===== src/sv/clbce_pkg.sv =====
// Types and constants shared by the character LCD bus cycle engine.
// Depends on nothing; every other file of the block but assert_macros.svh imports it.
package clbce_pkg;

	localparam int unsigned PADDR_W = 4;
	localparam int unsigned PDATA_W = 32;

	// Register map, indexed by paddr[3:2]
	localparam logic [1:0] REG_SETUP  = 2'd0;
	localparam logic [1:0] REG_ENABLE = 2'd1;
	localparam logic [1:0] REG_HOLD   = 2'd2;
	localparam logic [1:0] REG_POLL   = 2'd3;

	localparam logic [15:0] SETUP_RST  = 16'd5;
	localparam logic [15:0] ENABLE_RST = 16'd15;
	localparam logic [15:0] HOLD_RST   = 16'd10;
	localparam logic [10:0] POLL_RST   = 11'd1024;

	// Request opcodes
	localparam logic [1:0] OP_DATA = 2'd0;
	localparam logic [1:0] OP_CMD  = 2'd1;
	localparam logic [1:0] OP_POLL = 2'd2;
	localparam logic [1:0] OP_NONE = 2'd3;

	localparam int unsigned BUSY_BIT = 7;

	typedef struct packed {
		logic [15:0] setup_ticks;
		logic [15:0] enable_ticks;
		logic [15:0] hold_ticks;
		logic [10:0] poll_limit;
	} cfg_t;

	typedef struct packed {
		logic       start_req;
		logic [1:0] opcode;
		logic [7:0] value;
		logic [7:0] bus_in;
	} cmd_t;

	typedef struct packed {
		logic       pin_en;
		logic       pin_rs;
		logic       pin_rw;
		logic [7:0] bus_out;
		logic       bus_drive;
		logic       ready_res;
		logic       done_res;
		logic       not_busy;
		logic [7:0] status_byte;
	} res_t;

endpackage


===== src/sv/clbce_ifs.sv =====
// Valid/ready channel interfaces for the tick items and the pin results.
// Depends on clbce_pkg for the payload types.
interface clbce_cmd_if import clbce_pkg::*; ();
	logic valid;
	logic ready;
	cmd_t data;

	modport source (output valid, output data, input ready);
	modport sink (input valid, input data, output ready);
endinterface

interface clbce_res_if import clbce_pkg::*; ();
	logic valid;
	logic ready;
	res_t data;

	modport source (output valid, output data, input ready);
	modport sink (input valid, input data, output ready);
endinterface


===== src/sv/clbce_cfg.sv =====
// APB-style register file holding the bus timing and poll limit.
// Depends on clbce_pkg for the register map and cfg_t.
module clbce_cfg import clbce_pkg::*; (
	input  logic               clk,
	input  logic               arst_n,
	input  logic               psel,
	input  logic               penable,
	input  logic               pwrite,
	input  logic [PADDR_W-1:0] paddr,
	input  logic [PDATA_W-1:0] pwdata,
	output logic [PDATA_W-1:0] prdata,
	output cfg_t               cfg
);

	cfg_t cfg_q;
	logic wr_en;

	assign wr_en = psel && penable && pwrite;

	always_ff @(posedge clk or negedge arst_n) begin
		if (!arst_n) begin
			cfg_q.setup_ticks  <= SETUP_RST;
			cfg_q.enable_ticks <= ENABLE_RST;
			cfg_q.hold_ticks   <= HOLD_RST;
			cfg_q.poll_limit   <= POLL_RST;
		end else if (wr_en) begin
			case (paddr[3:2])
				REG_SETUP:  cfg_q.setup_ticks  <= pwdata[15:0];
				REG_ENABLE: cfg_q.enable_ticks <= pwdata[15:0];
				REG_HOLD:   cfg_q.hold_ticks   <= pwdata[15:0];
				REG_POLL:   cfg_q.poll_limit   <= pwdata[10:0];
				default: ;
			endcase
		end
	end

	always_comb begin
		case (paddr[3:2])
			REG_SETUP:  prdata = {16'd0, cfg_q.setup_ticks};
			REG_ENABLE: prdata = {16'd0, cfg_q.enable_ticks};
			REG_HOLD:   prdata = {16'd0, cfg_q.hold_ticks};
			REG_POLL:   prdata = {21'd0, cfg_q.poll_limit};
			default:    prdata = '0;
		endcase
	end

	assign cfg = cfg_q;

endmodule


===== src/sv/clbce_core.sv =====
// Bus cycle sequencer: phase state, tick and retry counters, pin decode.
// Depends on clbce_pkg for opcodes, cfg_t, cmd_t and res_t.
module clbce_core import clbce_pkg::*; (
	input  logic clk,
	input  logic arst_n,
	input  logic step,
	input  cmd_t item,
	input  cfg_t cfg,
	output res_t result
);

	localparam logic [1:0] PH_IDLE   = 2'd0;
	localparam logic [1:0] PH_SETUP  = 2'd1;
	localparam logic [1:0] PH_ENABLE = 2'd2;
	localparam logic [1:0] PH_HOLD   = 2'd3;

	logic [1:0]  phase_q, phase_n;
	logic [15:0] tick_q, tick_n;
	logic [1:0]  op_q, op_n;
	logic [7:0]  byte_q, byte_n;
	logic [10:0] try_q, try_n;
	logic [7:0]  sampled_q, sampled_n;
	logic        drive_q, drive_n;
	logic [15:0] sel_len, len;
	logic        over, done, nb, active;

	// Length of the current phase; a zero register counts as one tick.
	always_comb begin
		case (phase_q)
			PH_SETUP:  sel_len = cfg.setup_ticks;
			PH_ENABLE: sel_len = cfg.enable_ticks;
			default:   sel_len = cfg.hold_ticks;
		endcase
		len  = (sel_len == 16'd0) ? 16'd1 : sel_len;
		over = (tick_q >= len);
	end

	always_comb begin
		phase_n = phase_q;
		tick_n  = tick_q;
		op_n    = op_q;
		byte_n  = byte_q;
		try_n   = try_q;
		drive_n = drive_q;
		done    = 1'b0;
		nb      = 1'b0;
		case (phase_q)
			PH_IDLE: begin
				if (item.start_req && (item.opcode != OP_NONE)) begin
					op_n    = item.opcode;
					byte_n  = (item.opcode == OP_POLL) ? 8'd0 : item.value;
					drive_n = (item.opcode != OP_POLL);
					try_n   = 11'd0;
					phase_n = PH_SETUP;
					tick_n  = 16'd1;
				end
			end
			PH_SETUP, PH_ENABLE: begin
				if (over) begin
					phase_n = (phase_q == PH_SETUP) ? PH_ENABLE : PH_HOLD;
					tick_n  = 16'd1;
				end else begin
					tick_n = tick_q + 16'd1;
				end
			end
			default: begin
				if (!over) begin
					tick_n = tick_q + 16'd1;
				end else if (op_q != OP_POLL) begin
					phase_n = PH_IDLE;
					drive_n = 1'b0;
					tick_n  = 16'd0;
					done    = 1'b1;
				end else if (!sampled_q[BUSY_BIT]) begin
					phase_n = PH_IDLE;
					tick_n  = 16'd0;
					done    = 1'b1;
					nb      = 1'b1;
				end else if (try_q >= cfg.poll_limit) begin
					phase_n = PH_IDLE;
					tick_n  = 16'd0;
					done    = 1'b1;
				end else begin
					try_n   = try_q + 11'd1;
					phase_n = PH_SETUP;
					tick_n  = 16'd1;
				end
			end
		endcase
		// The status byte is captured on every tick that EN is high in a poll.
		sampled_n = ((phase_n == PH_ENABLE) && (op_n == OP_POLL)) ? item.bus_in : sampled_q;
	end

	always_ff @(posedge clk or negedge arst_n) begin
		if (!arst_n) begin
			phase_q   <= PH_IDLE;
			tick_q    <= '0;
			op_q      <= '0;
			byte_q    <= '0;
			try_q     <= '0;
			sampled_q <= '0;
			drive_q   <= 1'b0;
		end else if (step) begin
			phase_q   <= phase_n;
			tick_q    <= tick_n;
			op_q      <= op_n;
			byte_q    <= byte_n;
			try_q     <= try_n;
			sampled_q <= sampled_n;
			drive_q   <= drive_n;
		end
	end

	// Pin levels for this tick, taken from the state after its transition.
	always_comb begin
		active             = (phase_n != PH_IDLE);
		result.pin_en      = (phase_n == PH_ENABLE);
		result.pin_rs      = active && (op_n == OP_DATA);
		result.pin_rw      = !active || (op_n == OP_POLL);
		result.bus_out     = drive_n ? byte_n : 8'd0;
		result.bus_drive   = drive_n;
		result.ready_res   = !active;
		result.done_res    = done;
		result.not_busy    = nb;
		result.status_byte = sampled_n;
	end

endmodule


===== src/sv/char_lcd_bus_cycle_engine.sv =====
// Top level of the character LCD bus cycle engine: input register, sequencer
// and result register. Depends on clbce_pkg, clbce_ifs, clbce_cfg, clbce_core.
//
// Channel   Direction  Carries
// cmd       in         one clock tick: start_req, opcode, value, bus_in
// rsp       out        pin levels and status for that tick
// APB       in/out     timing registers and poll limit
//
// One tick item is accepted in every cycle while the result side keeps up.
// Each item is held in the input register and then passes through the
// sequencer into the result register.
// The sequencer state advances only when an item moves from the input
// register into the result register, so stalls on rsp freeze the bus timing.
// Reset clears the state to idle with the pins released and loads the
// default timing (setup 5, enable 15, hold 10, poll limit 1024).
module char_lcd_bus_cycle_engine import clbce_pkg::*; (
	input  logic               clk,
	input  logic               arst_n,
	input  logic               psel,
	input  logic               penable,
	input  logic               pwrite,
	input  logic [PADDR_W-1:0] paddr,
	input  logic [PDATA_W-1:0] pwdata,
	output logic [PDATA_W-1:0] prdata,
	output logic               pready,
	clbce_cmd_if.sink          cmd,
	clbce_res_if.source        rsp
);

	cfg_t cfg;
	logic in_valid_s1;
	cmd_t in_data_s1;
	logic out_valid_s2;
	res_t out_data_s2;
	res_t step_res;
	logic advance;

	// The register file never inserts wait states.
	assign pready = 1'b1;

	clbce_cfg u_cfg (
		.clk     (clk),
		.arst_n  (arst_n),
		.psel    (psel),
		.penable (penable),
		.pwrite  (pwrite),
		.paddr   (paddr),
		.pwdata  (pwdata),
		.prdata  (prdata),
		.cfg     (cfg)
	);

	// An item advances when the result register is empty or is being
	// emptied by a transfer in this same cycle.
	assign advance   = in_valid_s1 && (!out_valid_s2 || rsp.ready);
	assign cmd.ready = !in_valid_s1 || advance;

	always_ff @(posedge clk or negedge arst_n) begin
		if (!arst_n) begin
			in_valid_s1 <= 1'b0;
		end else if (cmd.ready) begin
			in_valid_s1 <= cmd.valid;
		end
	end

	always_ff @(posedge clk) begin
		if (cmd.valid && cmd.ready) begin
			in_data_s1 <= cmd.data;
		end
	end

	clbce_core u_core (
		.clk    (clk),
		.arst_n (arst_n),
		.step   (advance),
		.item   (in_data_s1),
		.cfg    (cfg),
		.result (step_res)
	);

	always_ff @(posedge clk or negedge arst_n) begin
		if (!arst_n) begin
			out_valid_s2 <= 1'b0;
		end else if (advance) begin
			out_valid_s2 <= 1'b1;
		end else if (rsp.ready) begin
			out_valid_s2 <= 1'b0;
		end
	end

	always_ff @(posedge clk) begin
		if (advance) begin
			out_data_s2 <= step_res;
		end
	end

	assign rsp.valid = out_valid_s2;
	assign rsp.data  = out_data_s2;

endmodule


===== src/flat_wrapper.sv =====
// flat-port wrapper written by rule: the top's interface ports become plain ports
module char_lcd_bus_cycle_engine_flat import clbce_pkg::*;
  (clk, arst_n, psel, penable, pwrite, paddr, pwdata, prdata, pready, cmd_valid, cmd_data, cmd_ready, rsp_valid, rsp_data, rsp_ready);
  clbce_cmd_if cmd_i ();
  clbce_res_if rsp_i ();
  input  logic clk;
  input  logic arst_n;
  input  logic psel;
  input  logic penable;
  input  logic pwrite;
  input  logic [PADDR_W-1:0] paddr;
  input  logic [PDATA_W-1:0] pwdata;
  output logic [PDATA_W-1:0] prdata;
  output logic pready;
  input wire logic [$bits(cmd_i.valid)-1:0] cmd_valid;
  input wire logic [$bits(cmd_i.data)-1:0] cmd_data;
  output wire logic [$bits(cmd_i.ready)-1:0] cmd_ready;
  output wire logic [$bits(rsp_i.valid)-1:0] rsp_valid;
  output wire logic [$bits(rsp_i.data)-1:0] rsp_data;
  input wire logic [$bits(rsp_i.ready)-1:0] rsp_ready;
  assign cmd_i.valid = cmd_valid;
  assign cmd_i.data = cmd_data;
  assign cmd_ready = cmd_i.ready;
  assign rsp_valid = rsp_i.valid;
  assign rsp_data = rsp_i.data;
  assign rsp_i.ready = rsp_ready;
  char_lcd_bus_cycle_engine u_core (.clk(clk), .arst_n(arst_n), .psel(psel), .penable(penable), .pwrite(pwrite), .paddr(paddr), .pwdata(pwdata), .prdata(prdata), .pready(pready), .cmd(cmd_i), .rsp(rsp_i));
endmodule

===== config.mk =====
export PLATFORM = sky130hd
export DESIGN_NAME = char_lcd_bus_cycle_engine_flat
export DESIGN_NICKNAME = d
export VERILOG_FILES = /design/src/sv/clbce_pkg.sv /design/src/sv/clbce_ifs.sv /design/src/sv/clbce_cfg.sv /design/src/sv/clbce_core.sv /design/src/sv/char_lcd_bus_cycle_engine.sv /design/src/flat_wrapper.sv
export SDC_FILE = /design/constraint.sdc
export NUM_CORES = 1
export LEC_CHECK = 0
export BUFFER_PORTS_ARGS = -buffer_cell sky130_fd_sc_hd__buf_2
export CORE_MARGIN = 2
export CORE_UTILIZATION = 61
export CTS_CLUSTER_DIAMETER = 200
export DETAILED_ROUTE_END_ITERATION = 7
export GPL_TIMING_DRIVEN = 0
export MAX_ROUTING_LAYER = met4
export PLACE_DENSITY = 0.85
export SETUP_SLACK_MARGIN = 0.5
export SYNTH_ARGS = -nofsm -noshare
export SYNTH_HDL_FRONTEND = slang
export SYNTH_SLANG_ARGS = --single-unit

===== constraint.sdc =====
create_clock -name clk -period 7.9 [get_ports clk]
set_input_delay 0.79 -clock clk [delete_from_list [all_inputs] [get_ports clk]]
set_output_delay 0.79 -clock clk [all_outputs]
set_load 0.02 [all_outputs]

* Word-level counts from Yosys, hierarchy flattened *
Index checks and enable logic that the tools add are counted.

storage, ports and cells
  input port bits = 62
  flip-flop bits (word level) = 151
  output and inout bits = 58

operators by class
  mux-type cells = 40
  $add $sub $neg = 2
  bitwise operators = 2
  eq/ne operators = 14
  $lt $le $gt $ge = 2
  reductions and logical operators = 30

operator list
  kind                     number
  $pmux W32 S4             1
  $mux W16                 4
  $pmux W16 S2             2
  $mux W11                 5
  $mux W8                  4
  $pmux W11 S2             1
  $add A16 B1 Y16 const B  1
  $ge A16 B16 Y1           1
  $logic_not A16 Y1        1
  $mux W1                  16
  $eq A2 B2 Y1 const B     6
  $add A11 B1 Y11 const B  1
  $ge A11 B11 Y1           1
  $mux W2                  5
  $reduce_and A2 Y1        5
  $ne A2 B2 Y1 const B     4
  $reduce_bool A2 Y1       4
  $logic_and A1 B1 Y1      7
  $reduce_and A7 Y1        1
  $logic_not A2 Y1         3
  $reduce_or A5 Y1         1
  $eq A2 B1 Y1 const B     2
  $ne A2 B1 Y1 const B     2
  $pmux W2 S2              1
  6 further kinds          11

* Depth between registers and ports, before layout *
  depth after elaboration = 10
  mapped depth = 19
  mapped depth without buffers = 17

* Cells and area by module *
A second synthesis with hierarchy kept.

second synthesis, totals
  cell total of the unflattened synthesis = 650
  area, all modules = 7818.7 µm²

modules (own cells, without submodules)
  module                     instances  cells each  sequential area each (µm²)  area each (µm²)
  clbce_core                 1          420         1201.2                      3666.0
  clbce_cfg                  1          178         1487.7                      2776.4
  char_lcd_bus_cycle_engine  1          52          1311.3                      1376.3

* Least setup slack after synthesis *
OpenSTA, ideal clock, no wires.

  path type = flip-flop to flip-flop
  start point = register u_core.u_core.phase_q[0]
  end point = register u_core.out_data_s2, in the netlist u_core.rsp.data[0], data pin
  period minus slack after synthesis = 4.512 ns
  path buffers = 1
  data arrival time = 4.252 ns
  slack = 3.388 ns
  library setup time = 0.260 ns
  data required time = 7.640 ns
  stages on the path, launching flop included = 18
  cell sequence = dfrtp_1 -> inv_1 -> ha_1 -> inv_1 -> buf_1 -> nor2_1 -> a21oi_1 -> nand4_1 -> nor4_1 -> o21bai_1 -> ha_1 -> nand2b_1 -> a2111oi_0 -> a2111oi_0 -> a211o_2 -> a2111o_1 -> nor2_2 -> mux2_2

RTL lines
  what                    RTL line                         source
  from (decl)             clbce_core.sv:17                 logic [1:0] phase_q, phase_n;
  from (signal assigned)  clbce_core.sv:104                phase_q <= phase_n;
  to (signal assigned)    char_lcd_bus_cycle_engine.sv:93  out_data_s2 <= step_res;
  to (decl)               char_lcd_bus_cycle_engine.sv:34  res_t out_data_s2;

==> summary.md <==
| Metric | Value |
|---|---|
| Outcome | `finished, final reports clean` |
| RR Startpoint | `u_core.u_core.phase_q[0]` |
| Die Area | `about 13000 um^2` |
| Netlist cell types | `a little over 50` |
| Critical Path AT | `5.81 ns` |
| # clock sinks | `151` |
| CP max-delay cell | `a211oi_2` |
| Post-placement cell area | `8290 um^2` |
| Crit start category | `register` |
| Area growth, synth to finish | `16.8%` |
| Total power | `2.84 mW` |
| Period utilization | `71.3%` |
| Worst clock skew | `slightly below 0.007 ns` |
| Drt via density | `5.84` |
| R2r endpoint | `u_core.rsp.data[5]` |
| Relative slew slack | `between 20% and 30%` |
| Overflow after GRT | `0` |
| Most frequent cells in the layout | `100 x dfrtp_1, 83 x buf_2, 76 x mux2_2, 51 x nor2_1, 42 x edfxtp_1` |
| Final Max Slew Viols | `0` |
| Inserted Diodes | `0` |
| #FFs+latches synth | `between 150 and 200` |
| Min cycle time layout | `roughly 5.6 ns` |
| Final GP Congestion | `just under 0.9` |
| Leakage power | `about 4.0 nW` |
| Synth Flop Type | `dfrtp_1` |
| Crit Path Max Fanout | `10` |
| Largest net degree at the start of global routing | `73` |
| Die Wd | `115 um` |
| Row cnt | `40` |
| Htree depth | `4` |
| Clock buffer depth | `2` |
| First-pass GRT wire length | `27400 um` |
| Starting density of the core | `a little over three fifths` |
| Total GRT Usage | `27.7%` |
| Area used by multi-input combinational logic | `3320 um^2` |
| Via count | `5459` |
| Final Hold Viols | `0` |
| Clock-pin slew on the worst setup and hold paths | `about 0.060 ns` |
| Max incr delay on CP | `0.54 ns` |
| EDFF count, synth | `42` |
| Iter 0 DRT Violations | `391` |
| Required @ worst endpoint | `8.08 ns` |
| Commonest non-fill, non-tap cell in the layout | `dfrtp_1` |
| Latest clock arrival within the worst-skew pair | `0.43 ns` |
| Pre-antenna DRT Iters | `5` |
| Post-Place Cells | `902` |
| Power Density | `321 nW/um^2` |
| I/O pin cnt | `120` |
| Post-Syn Area | `7570 um^2` |
| Reg2reg path depth | `18` |
| Port Buffers | `84` |
| Synthesized instance count | `634` |
| Worst R2R Setup Slack | `2.27 ns` |
| Critical path class | `register to register` |
| Vias in the first global route | `5581` |
| Worst-path cell chain | `inv_1, ha_1, inv_1, buf_1, nor2_1, a21oi_1, nand4_1, nor4_1, o21bai_1, ha_1, nand2b_1, a2111oi_0, a2111oi_0, a211oi_2, o21a_1, o32ai_2, nor2_2, mux2_2` |
| TNS Setup | `0 ns` |
| DP Wirelength | `11800 um` |
| Post-layout nets | `848` |
| Chip Height | `115 um` |
| Final setup violation count | `0` |
| Root cell of the clock tree | `clkbuf_16` |
| Total CTS buffers | `17` |
| FF+latch area | `4000 um^2` |
| Design area | `slightly below 9000 um^2` |
| CTS tree | `yes` |
| Critical path capture point type | `register` |
| Fillers | `789` |
| Actual slew at the worst max-slew pin | `1.15 ns` |
| Register area share after synthesis | `52.8%` |
| Worst min path class | `primary input to async pin` |
| Post-Layout Cell Count | `934` |
| Final core occ | `73.3%` |
| Post-route ant nets | `0` |
| DRC errors left | `0` |
| Max Cap Viol | `0` |
| Synthesized area per cell | `11.9 um^2` |
| Hold slack final | `0.339 ns` |
| Post-CTS Hold Fix Bufs | `0` |
| Layout cell share with drive strength beyond 1 | `30.7%` |
| PnR worst setup slack | `2.27 ns` |
| Post_cts resized | `0` |
| Maximum vdd drop | `243 uV` |
| Setup WS pre-CTS | `2.44 ns` |
| Number of antenna violations at the first check in global routing | `0` |
| RSZ-0062 raised after global routing | `false` |
| WL final | `16700 um` |
| Post-CTS setup buffer count | `0` |
| Max frequency | `0.178 GHz` |
| Wire length per cell | `between 15 and 20 um` |
| Total core area | `12100 um^2` |
| YS warnings | `0` |
| Synth async-reset ratio | `72.2%` |
==> worst max-delay path by stage <==
| stage | startpoint | to | slack [ns] | depth (start not counted) |
|---|---|---|---|---|
| floorplan | u_core.u_core.phase_q[0] | u_core.rsp.data[0] | 3.39 | 17 |
| global placement | u_core.u_core.phase_q[0] | u_core.rsp.data[1] | 2.52 | 18 |
| detailed placement | u_core.u_core.phase_q[0] | u_core.rsp.data[5] | 2.44 | 18 |
| CTS | u_core.u_core.phase_q[0] | u_core.rsp.data[5] | 2.40 | 18 |
| global route | u_core.u_core.phase_q[0] | u_core.rsp.data[1] | 1.82 | 18 |
| finish | u_core.u_core.phase_q[0] | u_core.rsp.data[5] | 2.27 | 18 |
==> registers in the layout (all words and copies together), names as in the netlist <==
signal,cells
u_core.u_cfg.cfg,59
u_core.rsp.data,23
u_core.in_data_s1,19
u_core.u_core.tick_q,16
u_core.u_core.try_q,11
u_core.u_core.byte_q,8
u_core.u_core.sampled_q,8
u_core.u_core.op_q,2
u_core.u_core.phase_q,2
u_core.in_valid_s1,1
u_core.rsp.valid,1
u_core.u_core.drive_q,1
==> layer usage <==
| layer | part of all wire (%) | vias up | GRT usage [%] |
|---|---|---|---|
| met5 | 0 | - | - |
| li1 | - | 2528 | - |
| met1 | 40 | 2668 | 34.2 |
| met4 | 2.4 | 0 | 12.0 |
| met2 | 50 | 232 | 44.5 |
| met3 | 6.8 | 31 | 5.70 |
==> power by group <==
part	total (mW)	switching (mW)	internal, mW
registers	1.12	0.121	1.00
clock network	0.752	0.313	0.440
logic	0.965	0.589	0.375
==> cells in the mapped netlist, drive strengths merged (3+ instances only) <==
cell type	n	area [um^2]
dfstp	9	236
nor2b	4	25.0
nand2b	7	43.8
o21ai	22	110
ha	33	413
and3	8	50.1
nand4	13	81.3
dfrtp	100	2500
a211oi	3	27.5
edfxtp	42	1260
or3	6	37.5
nand2	39	146
a32o	8	80.1
o21a	3	22.5
inv	26	97.6
nor2	52	198
mux4	11	248
nand3	14	70.1
a21oi	33	165
a21o	3	22.5
clkbuf	20	75.1
and2	6	37.5
mux2	76	856
xor2	17	149
buf	20	139
a22oi	24	180
nor3	5	36.3
mux2i	6	60.1
==> layout make-up <==
type                            count  share of cell area (%)
Buffer                             40                    2.43
Clock buffer                       20                    5.05
Clock inverter                     12                    1.17
Inverter                           26                    1.10
Multi-Input combinational cell    432                    37.5
Sequential cell                   151                    45.2
Tap cell                          168                    2.38
Timing Repair Buffer               85                    5.09
==> worst max-delay path, delay by kind of cell (launching register included) <==
family	cells	cell delay, ns
and+or+nand+nor	5	1.16
muxes	1	0.40
AOI/OAI and AO/OA	7	2.02
adders and majority gates	2	0.63
DFF	1	0.40
buffers and inverters	3	0.78
==> cell families after synthesis <==
group	Yosys count	share of synthesized area [%]
simple gates	161	10.2
fa+ha+maj	33	5.45
xor+xnor	18	2.08
other cells	2	0.0992
buf+inv	66	4.11
mux	93	15.4
compound gates	110	9.83
flops	151	52.8
No activity file was read; power rests on OpenSTA's default activity.
